`config.mk`:
```
export PLATFORM = sky130hd
export DESIGN_NAME = char_lcd_nibble_sequencer
export DESIGN_NICKNAME = d
export VERILOG_FILES = /design/src/rtl/lcdns_pkg.sv /design/src/rtl/lcdns_csr.sv /design/src/rtl/lcdns_seq.sv /design/src/rtl/char_lcd_nibble_sequencer.sv
export SDC_FILE = /design/constraint.sdc
export NUM_CORES = 1
export LEC_CHECK = 0
export ABC_AREA = 1
export BUFFER_PORTS_ARGS = -buffer_cell sky130_fd_sc_hd__buf_2
export CORE_MARGIN = 4
export CORE_UTILIZATION = 28
export CTS_BUF_LIST = sky130_fd_sc_hd__clkbuf_8 sky130_fd_sc_hd__clkbuf_16
export CTS_CLUSTER_SIZE = 28
export DETAILED_ROUTE_END_ITERATION = 16
export SYNTH_ARGS = -nofsm -noshare
export SYNTH_HDL_FRONTEND = slang
export SYNTH_HIERARCHICAL = 1
export SYNTH_SLANG_ARGS = --single-unit
```
`constraint.sdc`:
```
create_clock -name clock -period 3.1 [get_ports clock]
set_clock_uncertainty 0.1 [all_clocks]
set_input_delay 0.465 -clock clock [delete_from_list [all_inputs] [get_ports clock]]
set_output_delay 0.465 -clock clock [all_outputs]
set_load 0.02 [all_outputs]
```
`src/rtl/lcdns_pkg.sv`:
```
`timescale 1ns / 1ps
// ----------------------------------------------------------------------------
// LCD nibble sequencer package
// Shared types, register indexes and constants for the 4-bit character LCD
// sequencer.
// ----------------------------------------------------------------------------
package lcdns_pkg;

   localparam int unsigned CSR_ADDR_W = 5;
   localparam int unsigned CSR_DATA_W = 32;

   // Request codes carried in the kind field.
   typedef enum logic [2:0] {
      KIND_TICK    = 3'd0,
      KIND_COMMAND = 3'd1,
      KIND_DATA    = 3'd2,
      KIND_CURSOR  = 3'd3,
      KIND_CLEAR   = 3'd4,
      KIND_INIT    = 3'd5
   } kind_type;

   // Register indexes on the configuration port.
   typedef enum logic [2:0] {
      CSR_POWER_UP     = 3'd0,
      CSR_ENABLE       = 3'd1,
      CSR_BYTE_WAIT    = 3'd2,
      CSR_FUNCTION_SET = 3'd3,
      CSR_DISPLAY_CTRL = 3'd4,
      CSR_ENTRY_MODE   = 3'd5,
      CSR_LINE_BASE    = 3'd6
   } csr_index_type;

   // Sequencer stages.
   typedef enum logic [3:0] {
      PH_IDLE,
      PH_POWER,
      PH_NIB_EN,
      PH_NIB_LOW,
      PH_NIB_GAP,
      PH_HI_EN,
      PH_HI_LOW,
      PH_LO_EN,
      PH_LO_LOW,
      PH_WAIT
   } phase_type;

   typedef struct packed {
      logic [7:0] power_up_ticks;
      logic [3:0] enable_ticks;
      logic [3:0] byte_wait_ticks;
      logic [7:0] function_set_code;
      logic [7:0] display_control_code;
      logic [7:0] entry_mode_code;
      logic [6:0] second_line_base;
   } cfg_type;

   typedef struct packed {
      logic       reg_select;
      logic [3:0] bus_nibble;
      logic       enable_pin;
      logic       busy_res;
      logic       rejected;
   } rsp_type;

   typedef struct packed {
      phase_type  phase;
      logic [7:0] count;
      logic [7:0] byte_val;
      logic       rs;
      logic [3:0] nib;
      logic       en;
      logic       extra;
      logic [1:0] nib_idx;
      logic [2:0] cmd_idx;
   } seq_state_type;

   // Reset values of the configuration registers.
   localparam logic [7:0] RST_POWER_UP     = 8'd50;
   localparam logic [3:0] RST_ENABLE       = 4'd1;
   localparam logic [3:0] RST_BYTE_WAIT    = 4'd2;
   localparam logic [7:0] RST_FUNCTION_SET = 8'h28;
   localparam logic [7:0] RST_DISPLAY_CTRL = 8'h0C;
   localparam logic [7:0] RST_ENTRY_MODE   = 8'h06;
   localparam logic [6:0] RST_LINE_BASE    = 7'h40;

   localparam logic [7:0] CLEAR_CODE     = 8'h01;
   localparam logic [7:0] CURSOR_FLAG    = 8'h80;
   localparam logic [3:0] NIB_WAKE       = 4'h3;
   localparam logic [3:0] NIB_FOUR_BIT   = 4'h2;
   localparam logic [7:0] GAP_LONG       = 8'd5;
   localparam logic [7:0] GAP_SHORT      = 8'd1;
   localparam logic [7:0] CLEAR_EXTRA    = 8'd2;
   localparam logic [1:0] NIB_LAST       = 2'd3;
   localparam logic [2:0] CMD_FUNCTION   = 3'd0;
   localparam logic [2:0] CMD_DISPLAY    = 3'd1;
   localparam logic [2:0] CMD_ENTRY      = 3'd2;
   localparam logic [2:0] CMD_LAST_INIT  = 3'd3;
   localparam logic [2:0] CMD_STANDALONE = 3'd4;

endpackage

```
`src/rtl/lcdns_csr.sv`:
```
`timescale 1ns / 1ps
// ----------------------------------------------------------------------------
// LCD nibble sequencer register file
// APB-style configuration registers with read-back.
// ----------------------------------------------------------------------------
module lcdns_csr (
   input  logic                              clock,
   input  logic                              reset,
   input  logic                              csr_psel,
   input  logic                              csr_penable,
   input  logic                              csr_pwrite,
   input  logic [lcdns_pkg::CSR_ADDR_W-1:0]  csr_paddr,
   input  logic [lcdns_pkg::CSR_DATA_W-1:0]  csr_pwdata,
   output logic [lcdns_pkg::CSR_DATA_W-1:0]  csr_prdata,
   output logic                              csr_pready,
   output lcdns_pkg::cfg_type                cfg
);
   import lcdns_pkg::*;

   cfg_type     cfg_ff;
   logic        wr_en;
   logic [2:0]  index;

   assign csr_pready = 1'b1;
   assign index      = csr_paddr[CSR_ADDR_W-1:2];
   assign wr_en      = csr_psel && csr_penable && csr_pwrite && csr_pready;
   assign cfg        = cfg_ff;

   always_ff @(posedge clock) begin
      if (reset) begin
         cfg_ff.power_up_ticks       <= RST_POWER_UP;
         cfg_ff.enable_ticks         <= RST_ENABLE;
         cfg_ff.byte_wait_ticks      <= RST_BYTE_WAIT;
         cfg_ff.function_set_code    <= RST_FUNCTION_SET;
         cfg_ff.display_control_code <= RST_DISPLAY_CTRL;
         cfg_ff.entry_mode_code      <= RST_ENTRY_MODE;
         cfg_ff.second_line_base     <= RST_LINE_BASE;
      end else if (wr_en) begin
         case (index)
            CSR_POWER_UP:     cfg_ff.power_up_ticks       <= csr_pwdata[7:0];
            CSR_ENABLE:       cfg_ff.enable_ticks         <= csr_pwdata[3:0];
            CSR_BYTE_WAIT:    cfg_ff.byte_wait_ticks      <= csr_pwdata[3:0];
            CSR_FUNCTION_SET: cfg_ff.function_set_code    <= csr_pwdata[7:0];
            CSR_DISPLAY_CTRL: cfg_ff.display_control_code <= csr_pwdata[7:0];
            CSR_ENTRY_MODE:   cfg_ff.entry_mode_code      <= csr_pwdata[7:0];
            CSR_LINE_BASE:    cfg_ff.second_line_base     <= csr_pwdata[6:0];
            default: ;
         endcase
      end
   end

   always_comb begin
      csr_prdata = '0;
      case (index)
         CSR_POWER_UP:     csr_prdata[7:0] = cfg_ff.power_up_ticks;
         CSR_ENABLE:       csr_prdata[3:0] = cfg_ff.enable_ticks;
         CSR_BYTE_WAIT:    csr_prdata[3:0] = cfg_ff.byte_wait_ticks;
         CSR_FUNCTION_SET: csr_prdata[7:0] = cfg_ff.function_set_code;
         CSR_DISPLAY_CTRL: csr_prdata[7:0] = cfg_ff.display_control_code;
         CSR_ENTRY_MODE:   csr_prdata[7:0] = cfg_ff.entry_mode_code;
         CSR_LINE_BASE:    csr_prdata[6:0] = cfg_ff.second_line_base;
         default:          csr_prdata      = '0;
      endcase
   end

endmodule

```
`src/rtl/lcdns_seq.sv`:
```
`timescale 1ns / 1ps
// ----------------------------------------------------------------------------
// LCD nibble sequencer core
// Holds the sequencer state and the pin levels, and moves one step per word.
// ----------------------------------------------------------------------------
module lcdns_seq (
   input  logic               clock,
   input  logic               reset,
   input  logic               advance,
   input  logic [2:0]         kind,
   input  logic [7:0]         byte_value,
   input  logic               line,
   input  logic [5:0]         column,
   input  lcdns_pkg::cfg_type cfg,
   output lcdns_pkg::rsp_type rsp
);
   import lcdns_pkg::*;

   seq_state_type st_ff;
   seq_state_type st_in;
   logic          busy;
   logic          is_request;

   function automatic logic [7:0] pulse_len(input cfg_type c);
      pulse_len = (c.enable_ticks == 4'd0) ? 8'd1 : {4'd0, c.enable_ticks};
   endfunction

   function automatic logic [7:0] init_code(input logic [2:0] k, input cfg_type c);
      logic [7:0] v;
      case (k)
         CMD_FUNCTION: v = c.function_set_code;
         CMD_DISPLAY:  v = c.display_control_code;
         CMD_ENTRY:    v = c.entry_mode_code;
         default:      v = CLEAR_CODE;
      endcase
      init_code = v;
   endfunction

   // Load the pin levels and the countdown for the stage held in s.phase.
   function automatic seq_state_type enter(input seq_state_type s, input cfg_type c);
      seq_state_type r;
      logic [3:0]    wake;
      r       = s;
      r.count = 8'd0;
      wake    = (s.nib_idx == NIB_LAST) ? NIB_FOUR_BIT : NIB_WAKE;
      case (s.phase)
         PH_IDLE: begin
            r.en = 1'b0;
         end
         PH_POWER: begin
            r.rs    = 1'b0;
            r.en    = 1'b0;
            r.count = c.power_up_ticks;
         end
         PH_NIB_EN, PH_NIB_LOW: begin
            r.rs    = 1'b0;
            r.nib   = wake;
            r.en    = (s.phase == PH_NIB_EN);
            r.count = pulse_len(c);
         end
         PH_NIB_GAP: begin
            r.rs    = 1'b0;
            r.nib   = wake;
            r.en    = 1'b0;
            r.count = (s.nib_idx == NIB_LAST) ? GAP_SHORT : GAP_LONG;
         end
         PH_HI_EN: begin
            r.nib   = s.byte_val[7:4];
            r.en    = 1'b1;
            r.count = pulse_len(c);
         end
         PH_LO_EN: begin
            r.nib   = s.byte_val[3:0];
            r.en    = 1'b1;
            r.count = pulse_len(c);
         end
         PH_HI_LOW, PH_LO_LOW: begin
            r.en    = 1'b0;
            r.count = pulse_len(c);
         end
         PH_WAIT: begin
            r.en    = 1'b0;
            r.count = {4'd0, c.byte_wait_ticks} + (s.extra ? CLEAR_EXTRA : 8'd0);
         end
         default: begin
            r.phase = PH_IDLE;
            r.en    = 1'b0;
         end
      endcase
      enter = r;
   endfunction

   // Pick the stage that follows s, loading the next init command where due.
   function automatic seq_state_type follow(input seq_state_type s, input cfg_type c);
      seq_state_type r;
      r = s;
      case (s.phase)
         PH_POWER: begin
            r.phase   = PH_NIB_EN;
            r.nib_idx = 2'd0;
         end
         PH_NIB_EN:  r.phase = PH_NIB_LOW;
         PH_NIB_LOW: r.phase = PH_NIB_GAP;
         PH_NIB_GAP: begin
            if (s.nib_idx == NIB_LAST) begin
               r.phase    = PH_HI_EN;
               r.cmd_idx  = CMD_FUNCTION;
               r.byte_val = init_code(CMD_FUNCTION, c);
               r.rs       = 1'b0;
               r.extra    = 1'b0;
            end else begin
               r.phase   = PH_NIB_EN;
               r.nib_idx = s.nib_idx + 2'd1;
            end
         end
         PH_HI_EN:  r.phase = PH_HI_LOW;
         PH_HI_LOW: r.phase = PH_LO_EN;
         PH_LO_EN:  r.phase = PH_LO_LOW;
         PH_LO_LOW: r.phase = PH_WAIT;
         PH_WAIT: begin
            if (s.cmd_idx < CMD_LAST_INIT) begin
               r.phase    = PH_HI_EN;
               r.cmd_idx  = s.cmd_idx + 3'd1;
               r.byte_val = init_code(s.cmd_idx + 3'd1, c);
               r.rs       = 1'b0;
               r.extra    = (s.cmd_idx + 3'd1 == CMD_LAST_INIT);
            end else begin
               r.phase = PH_IDLE;
            end
         end
         default: r.phase = PH_IDLE;
      endcase
      follow = r;
   endfunction

   // Enter a stage; only the power-up wait and the byte wait can be empty, and
   // what follows either of them is never empty, so one skip is enough.
   function automatic seq_state_type run(input seq_state_type s, input cfg_type c);
      seq_state_type r;
      r = enter(s, c);
      if (r.phase != PH_IDLE && r.count == 8'd0) begin
         r = enter(follow(r, c), c);
      end
      run = r;
   endfunction

   assign busy       = (st_ff.phase != PH_IDLE);
   assign is_request = (kind inside {KIND_COMMAND, KIND_DATA, KIND_CURSOR,
                                     KIND_CLEAR, KIND_INIT});

   // Next state.
   always_comb begin
      logic [6:0] base;
      st_in = st_ff;
      base  = line ? cfg.second_line_base : 7'd0;
      if (kind == KIND_TICK) begin
         if (busy) begin
            if (st_ff.count != 8'd0) begin
               st_in.count = st_ff.count - 8'd1;
            end
            if (st_in.count == 8'd0) begin
               st_in = run(follow(st_in, cfg), cfg);
            end
         end
      end else if (is_request && !busy) begin
         st_in.cmd_idx = CMD_STANDALONE;
         st_in.phase   = PH_HI_EN;
         st_in.rs      = 1'b0;
         st_in.extra   = 1'b0;
         case (kind)
            KIND_COMMAND: st_in.byte_val = byte_value;
            KIND_DATA: begin
               st_in.byte_val = byte_value;
               st_in.rs       = 1'b1;
            end
            KIND_CURSOR: st_in.byte_val = CURSOR_FLAG | {1'b0, base + {1'b0, column}};
            KIND_CLEAR: begin
               st_in.byte_val = CLEAR_CODE;
               st_in.extra    = 1'b1;
            end
            KIND_INIT: st_in.phase = PH_POWER;
            default: st_in.phase = PH_IDLE;
         endcase
         st_in = run(st_in, cfg);
      end
   end

   // Result of this word: the pin levels after the step.
   always_comb begin
      rsp.reg_select = st_in.rs;
      rsp.bus_nibble = st_in.nib;
      rsp.enable_pin = st_in.en;
      rsp.busy_res   = (st_in.phase != PH_IDLE);
      rsp.rejected   = is_request && busy;
   end

   always_ff @(posedge clock) begin
      if (reset) begin
         st_ff <= '{phase: PH_IDLE, default: '0};
      end else if (advance) begin
         st_ff <= st_in;
      end
   end

   // A running sequence never sits on an empty stage.
   assert property (@(posedge clock) disable iff (reset)
      (st_ff.phase != PH_IDLE) |-> (st_ff.count != 8'd0))
      else $error("sequencer busy with an empty countdown");

   // Enable is only high in the strobe stages.
   assert property (@(posedge clock) disable iff (reset)
      st_ff.en |-> (st_ff.phase == PH_NIB_EN || st_ff.phase == PH_HI_EN
                    || st_ff.phase == PH_LO_EN))
      else $error("enable high outside a strobe stage");

   // RS is only high for a data byte, never during init.
   assert property (@(posedge clock) disable iff (reset)
      (st_ff.rs && st_ff.phase != PH_IDLE) |-> (st_ff.cmd_idx == CMD_STANDALONE))
      else $error("RS high during the init sequence");

endmodule

```
`src/rtl/char_lcd_nibble_sequencer.sv`:
```
`timescale 1ns / 1ps
// ----------------------------------------------------------------------------
// Character LCD nibble sequencer
// Turns ticks and requests into RS, D7..D4 and enable levels for a character
// LCD on a 4-bit bus, one result word for every input word.
// ----------------------------------------------------------------------------
// Order: a word accepted is held in the input register, and its result is
// registered in the result register when the sequencer steps it, then offered.
// Throughput: one word per cycle while results are taken; while a result
// waits, one more word can enter the input register, then requests stall.
// Reset: synchronous, active high; the sequencer returns to idle with all pin
// levels low and the configuration registers return to their defaults.
// ----------------------------------------------------------------------------
module char_lcd_nibble_sequencer (
   input  logic                              clock,
   input  logic                              reset,
   // Request channel
   input  logic                              req_valid,
   output logic                              req_ready,
   input  logic [2:0]                        req_kind,
   input  logic [7:0]                        req_byte_value,
   input  logic                              req_line,
   input  logic [5:0]                        req_column,
   // Result channel
   output logic                              rsp_valid,
   input  logic                              rsp_ready,
   output logic                              rsp_reg_select,
   output logic [3:0]                        rsp_bus_nibble,
   output logic                              rsp_enable_pin,
   output logic                              rsp_busy_res,
   output logic                              rsp_rejected,
   // Configuration port
   input  logic                              csr_psel,
   input  logic                              csr_penable,
   input  logic                              csr_pwrite,
   input  logic [lcdns_pkg::CSR_ADDR_W-1:0]  csr_paddr,
   input  logic [lcdns_pkg::CSR_DATA_W-1:0]  csr_pwdata,
   output logic [lcdns_pkg::CSR_DATA_W-1:0]  csr_prdata,
   output logic                              csr_pready
);
   import lcdns_pkg::*;

   // Input register: the word waiting to be stepped through the sequencer.
   logic       in_valid_ff;
   logic [2:0] kind_ff;
   logic [7:0] byte_value_ff;
   logic       line_ff;
   logic [5:0] column_ff;

   // Result register: the pin levels after the stepped word.
   logic       out_valid_ff;
   rsp_type    rsp_ff;
   rsp_type    rsp_in;

   cfg_type    cfg;
   logic       advance;
   logic       req_take;

   // The sequencer steps a word whenever the result register is free or is
   // being emptied in the same cycle. The input register refills as it drains,
   // so while results are taken, back-to-back words flow at one per cycle.
   assign advance   = in_valid_ff && (!out_valid_ff || rsp_ready);
   assign req_ready = !in_valid_ff || advance;
   assign req_take  = req_valid && req_ready;

   always_ff @(posedge clock) begin
      if (reset) begin
         in_valid_ff <= 1'b0;
      end else if (req_ready) begin
         in_valid_ff <= req_valid;
      end
   end

   always_ff @(posedge clock) begin
      if (req_take) begin
         kind_ff       <= req_kind;
         byte_value_ff <= req_byte_value;
         line_ff       <= req_line;
         column_ff     <= req_column;
      end
   end

   lcdns_csr u_csr (
      .clock       (clock),
      .reset       (reset),
      .csr_psel    (csr_psel),
      .csr_penable (csr_penable),
      .csr_pwrite  (csr_pwrite),
      .csr_paddr   (csr_paddr),
      .csr_pwdata  (csr_pwdata),
      .csr_prdata  (csr_prdata),
      .csr_pready  (csr_pready),
      .cfg         (cfg)
   );

   // The sequencer state only moves on an advancing word, so the step and the
   // result register stay in lock-step whatever the stalls on either side.
   lcdns_seq u_seq (
      .clock      (clock),
      .reset      (reset),
      .advance    (advance),
      .kind       (kind_ff),
      .byte_value (byte_value_ff),
      .line       (line_ff),
      .column     (column_ff),
      .cfg        (cfg),
      .rsp        (rsp_in)
   );

   always_ff @(posedge clock) begin
      if (reset) begin
         out_valid_ff <= 1'b0;
      end else if (advance) begin
         out_valid_ff <= 1'b1;
      end else if (rsp_ready) begin
         out_valid_ff <= 1'b0;
      end
   end

   always_ff @(posedge clock) begin
      if (advance) begin
         rsp_ff <= rsp_in;
      end
   end

   assign rsp_valid      = out_valid_ff;
   assign rsp_reg_select = rsp_ff.reg_select;
   assign rsp_bus_nibble = rsp_ff.bus_nibble;
   assign rsp_enable_pin = rsp_ff.enable_pin;
   assign rsp_busy_res   = rsp_ff.busy_res;
   assign rsp_rejected   = rsp_ff.rejected;

   // A dropped request leaves the running sequence untouched, so it still
   // reports busy.
   assert property (@(posedge clock) disable iff (reset)
      (rsp_valid && rsp_rejected) |-> rsp_busy_res)
      else $error("rejected request reported while idle");

   // Enable can only be high while a sequence is running.
   assert property (@(posedge clock) disable iff (reset)
      (rsp_valid && rsp_enable_pin) |-> rsp_busy_res)
      else $error("enable strobe reported while idle");

   // A result word that is not taken stays offered and unchanged.
   assert property (@(posedge clock) disable iff (reset)
      (rsp_valid && !rsp_ready) |=> (rsp_valid && $stable(rsp_ff)))
      else $error("waiting result word changed or was withdrawn");

endmodule
```
=== Word-level counts from Yosys, hierarchy flattened ===
Cells that the tools add are included.

* Flip-flop bits (word level): 107
* Bits in latches: 0
* RAM bits: 0
* Bits in read-only memories: 0
* Input bits: 62
* Output and inout bits: 43
* Logic and storage cells: 331
* Memories: 0

* $add $sub $neg: 10
* $mul: 0
* Divide/modulo/power cells: 0
* Order comparisons: 2
* Eq/ne operators: 85
* Shift-type cells: 0
* Muxes and demuxes: 137
* Bitwise operators: 0
* Reductions and logical operators: 70

{| class="wikitable"
|+ Operators with widths
! operator !! number
|-
| $mux 32 || 6
|-
| $pmux 8 s4 || 4
|-
| $eq 4x3->1 const B || 28
|-
| $mux 4 || 22
|-
| $pmux 4 s9 || 2
|-
| $pmux 8 s3 || 3
|-
| $mux 8 || 8
|-
| $eq 4x2->1 const B || 14
|-
| $mux 9 || 6
|-
| $eq 4x4->1 const B || 13
|-
| $mux 3 || 17
|-
| $pmux 4 s3 || 4
|-
| $reduce_or 10->1 || 4
|-
| $pmux 9 s2 || 2
|-
| $add 4x8->8 || 4
|-
| $mux 2 || 16
|-
| $pmux 4 s8 || 1
|-
| $mux 1 || 30
|-
| $eq 4x1->1 const B || 7
|-
| $pmux 4 s7 || 1
|-
| $eq 3x2->1 const B || 8
|-
| $logic_not 8->1 || 3
|-
| $reduce_or 6->1 || 4
|-
| $logic_not 4->1 || 5
|-
| other kinds (31) || 92
|}

=== Longest topological paths before layout ===
* Depth in word-level cells: 28
* Mapped depth: 24
* Depth with buffers taken out: 24

=== Cells and area by module ===
Netlist, hierarchy kept.

{| class="wikitable"
|+ Modules (own cells, without submodules)
! module !! instances !! cells each !! area each (sq um) !! seq. area each (sq um)
|-
| lcdns_seq || 1 || 748 || 4137.7 || 560.5
|-
| lcdns_csr || 1 || 405 || 2671.3 || 940.9
|-
| char_lcd_nibble_sequencer || 1 || 38 || 872.1 || 820.8
|}

=== Least setup slack after synthesis ===
Ideal clock, no wire load.

* Path kind: reg2reg
* Start: register u_seq/st_ff[28] (netlist bit)
* End: register rsp_ff (netlist bit rsp_bus_nibble[2]) (data pin)
* Library setup time: 0.251 ns
* Data arrival time: 2.801 ns
* Required time: 2.749 ns
* Slack: -0.053 ns
* Stages on the path, launching flop included: 24
* Path buffers: 2
* Period minus slack after synthesis: 3.153 ns
* Cells stage by stage: dfxtp_1 > inv_2 > nor2_1 > nand2_1 > nand2_1 > nand3_1 > clkbuf_1 > nand2_1 > and2_1 > inv_1 > ha_1 > ha_1 > nand2_1 > and2_1 > nand2_1 > nor2_4 > nand3_4 > nor2_8 > nand2_1 > nand3_1 > nand2_1 > nand2_1 > nand2_1 > buf_4

{| class="wikitable"
|+ RTL lines
! element !! RTL line !! RTL
|-
| start: declaration || lcdns_seq.sv:19 || <nowiki>seq_state_type st_ff;</nowiki>
|-
| start signal: assignment || lcdns_seq.sv:201 || <nowiki>st_ff <= st_in;</nowiki>
|-
| end signal: assignment || char_lcd_nibble_sequencer.sv:122 || <nowiki>rsp_ff <= rsp_in;</nowiki>
|-
| end: declaration || char_lcd_nibble_sequencer.sv:52 || <nowiki>rsp_type rsp_ff;</nowiki>
|}

==> run metrics <==
CP startpoint=u_seq/st_ff[31]; routability cong.=0.923; Syn Inst Count=1191; initial antenna violation count=0; die height=174 um; largest net degree at the start of global routing=48; worst reg2reg endpoint=rsp_bus_nibble[3]; achievable frequency=338 MHz; Pleak=4.23 nW; Die Footprint=0.0301 sq mm; outcome=complete, no violations; 1st-pass router iterations=5; WS Path Type=register to register; die width=174 um; worst hold path type=input port to register; final setup margin=140 ps; ranking of synthesized cells by area=dfxtp_1 20%, nand2_1 15%, edfxtp_1 10%, nor2_1 8.1%, nand3_1 6.3%; placed cell count=1615; # diodes=0; FF-to-FF setup slack=140 ps; drt drc=0; # setup viols final=0; first-pass GRT wire length=40100 um; top cell type's share of synthesized area=0.201; CTS clk-pin slew, worst paths=80 ps; row cnt=60; top cells by count, synth=312 x nand2_1, 166 x nor2_1, 128 x inv_1, 96 x nand3_1, 77 x dfxtp_1; vias in the first global route=7541; Seq cells post-synth=103; Routed wire per std cell=15.6 um; critical hold path startpoint=req_column[5]; worst vdd ir=262 uV; Worst Path Max Fanout=5; Multi-input gate area=0.00478 sq mm; Worst slew margin=0.505; pwr/cell area=396 mW/mm^2; port bufs=53; number of cells on the worst reg-to-reg path=19; Post-DP HPWL=19400 um; routed wire length=25700 um; Post-synth EDFFs=26; Ports=105; Hold Violations, Final=0; Layout Area Growth over Synthesis=21.7%; H-Tree Level Count=3; period utilisation layout=0.955; total CTS buffers=9; post-synth cell types=52; grt ovf=0; max_cap viols=0; initial core utilization=0.285; clock root cell=clkbuf_16; clk_lat worst skew=370 ps; core region area=0.0270 sq mm; layout cells sized above 1=0.219; worst r2r src=u_seq/st_ff[31]; crit path capture=rsp_bus_nibble[3]; Layout Nets=1381; top-count cell post-synth=nand2_1; DP Worst Slack=-64.6 ps; total track usage=0.163; CTS Hold Buffers Added=0; post-synthesis sequential area ratio=0.302; synthesized area per cell=6.45 sq um; max layer used=met4; clock sinks=103; Worst Tran Pin Value=741 ps; met3 wire len=1780 um; cell taking the most area after synthesis=dfxtp_1; minimum clock period=2960 ps; vias per cell=4.98; vias after detailed routing=8177; Worst Path Arrival=2970 ps; final cell count without fillers=1642; Cell Area, Synth=0.00768 sq mm; Final Max Tran Viols=0; Clock Path Buffers=2; number of fillers in the final layout=2888; Reg area=0.00234 sq mm; WP data required=3110 ps; CTS tree=done; Most used DFF post-synth=dfxtp_1; remaining antenna violation count=0; crit end category=register; FFs w/ async S/R, synth=0; Setup crit start kind=register; met1 wire length=11500 um; warnings from Yosys=6; First DRT Iteration DRCs=711; setup_tns=0 ps; DR WL met2=11700 um
[kinds of logic after synthesis]
kind of cell | share of synthesized area
and+or+nand+nor | 0.381
buffers and inverters | 0.131
AOI/OAI and AO/OA | 0.144
DFF | 0.302
adders and majority gates | 0.0384
xor gates and xnor gates | 0.00228
other | 0.000978
[worst min path at each step]
| stage | to | slack [ps] | depth (start not counted) |
|---|---|---|---|
| 2_1_floorplan | u_csr/cfg[17] | 350 | 2 |
| 3_3_place_gp | u_seq/st_ff[3] | 370 | 2 |
| 3_5_place_dp | u_seq/st_ff[3] | 370 | 2 |
| 4_1_cts | column_ff[5] | 160 | 1 |
| 5_1_grt | byte_value_ff[4] | 160 | 1 |
| 6_report | column_ff[5] | 170 | 1 |
[final cells by class]
class | instances | share of cell area
Multi-Input combinational cell | 895 | 0.512
Timing Repair Buffer | 135 | 0.0963
Clock buffer | 11 | 0.0282
Clock inverter | 5 | 0.00495
Sequential cell | 103 | 0.250
Inverter | 152 | 0.0625
Tap cell | 341 | 0.0456
[layout by cell type, fill, tap and decap left out, types with 5 or more instances in the layout]
master / n
nand2_1: 293
nor2_1: 161
inv_1: 123
nand3_1: 86
buf_4: 77
dfxtp_1: 70
a21oi_1: 58
buf_2: 53
o21ai_0: 52
edfxtp_1: 26
nand4_1: 25
conb_1: 25
inv_2: 22
nand2_2: 20
nor2_4: 15
o22ai_1: 15
ha_1: 13
nand3_2: 12
nor3_1: 12
clkbuf_16: 10
a31oi_1: 10
a21oi_2: 9
o21ai_1: 9
nor2_2: 8
o211ai_1: 8
nand3_4: 7
ha_4: 7
nand2_4: 6
o21ai_2: 5
buf_6: 5
[critical path, stage by stage (launching register included)]
cell,delay (ps)
dfxtp_4,360
buf_6,110
nor2_4,130
buf_4,140
nand3_4,80
nand3_4,120
nand2_2,60
and2_4,130
inv_2,60
ha_4,130
ha_4,120
nand2_1,50
nor3b_1,160
a21oi_2,220
buf_4,190
nand4_4,130
nor2_1,160
o21bai_1,90
nand2_1,80
nand2_1,80
[through the flow]
step / utilization / hold slack [ps] / power (W) / area (sq um)
2_1_floorplan: - / 351 / 0.00216 / 7780
3_3_place_gp: 0.319 / 375 / 0.00240 / 8590
3_5_place_dp: 0.319 / 374 / 0.00242 / 8590
4_1_cts: 0.331 / 163 / 0.00364 / 8930
5_1_grt: 0.347 / 163 / 0.00387 / 9350
6_report: 0.347 / 172 / 0.00370 / 9350
[registers in the layout, indices dropped and copies added, names as in the netlist, 3 cells and up]
register and cells:
u_csr/cfg 47, u_seq/st_ff 28, byte_value_ff 8, rsp_bus_nibble 4
kind_ff 3, column_ff 6
[routing by layer]
layer,vias up,track usage
met5,-,0
met3,53,0.0244
met4,0,0.0432
met1,3779,0.227
li1,4050,-
met2,295,0.264
[power by group]
part / total, W / leakage [nW] / switching [W] / internal, W
sequential: 0.00148 / 0.881 / 0.0000462 / 0.00143
combinational: 0.00100 / 3.19 / 0.000659 / 0.000341
clock: 0.00122 / 0.156 / 0.000587 / 0.000631
[what timing repair did]
item | in CTS | in global routing
resized for setup | 5 | 90
gates cloned | 1 | 0
hold endpoints to repair | 0 | 0
buffers inserted | 1 | 9
setup endpoints to repair | 11 | 26
pin swaps | 1 | 31
Note: power is estimated with default switching activity, not from simulation.
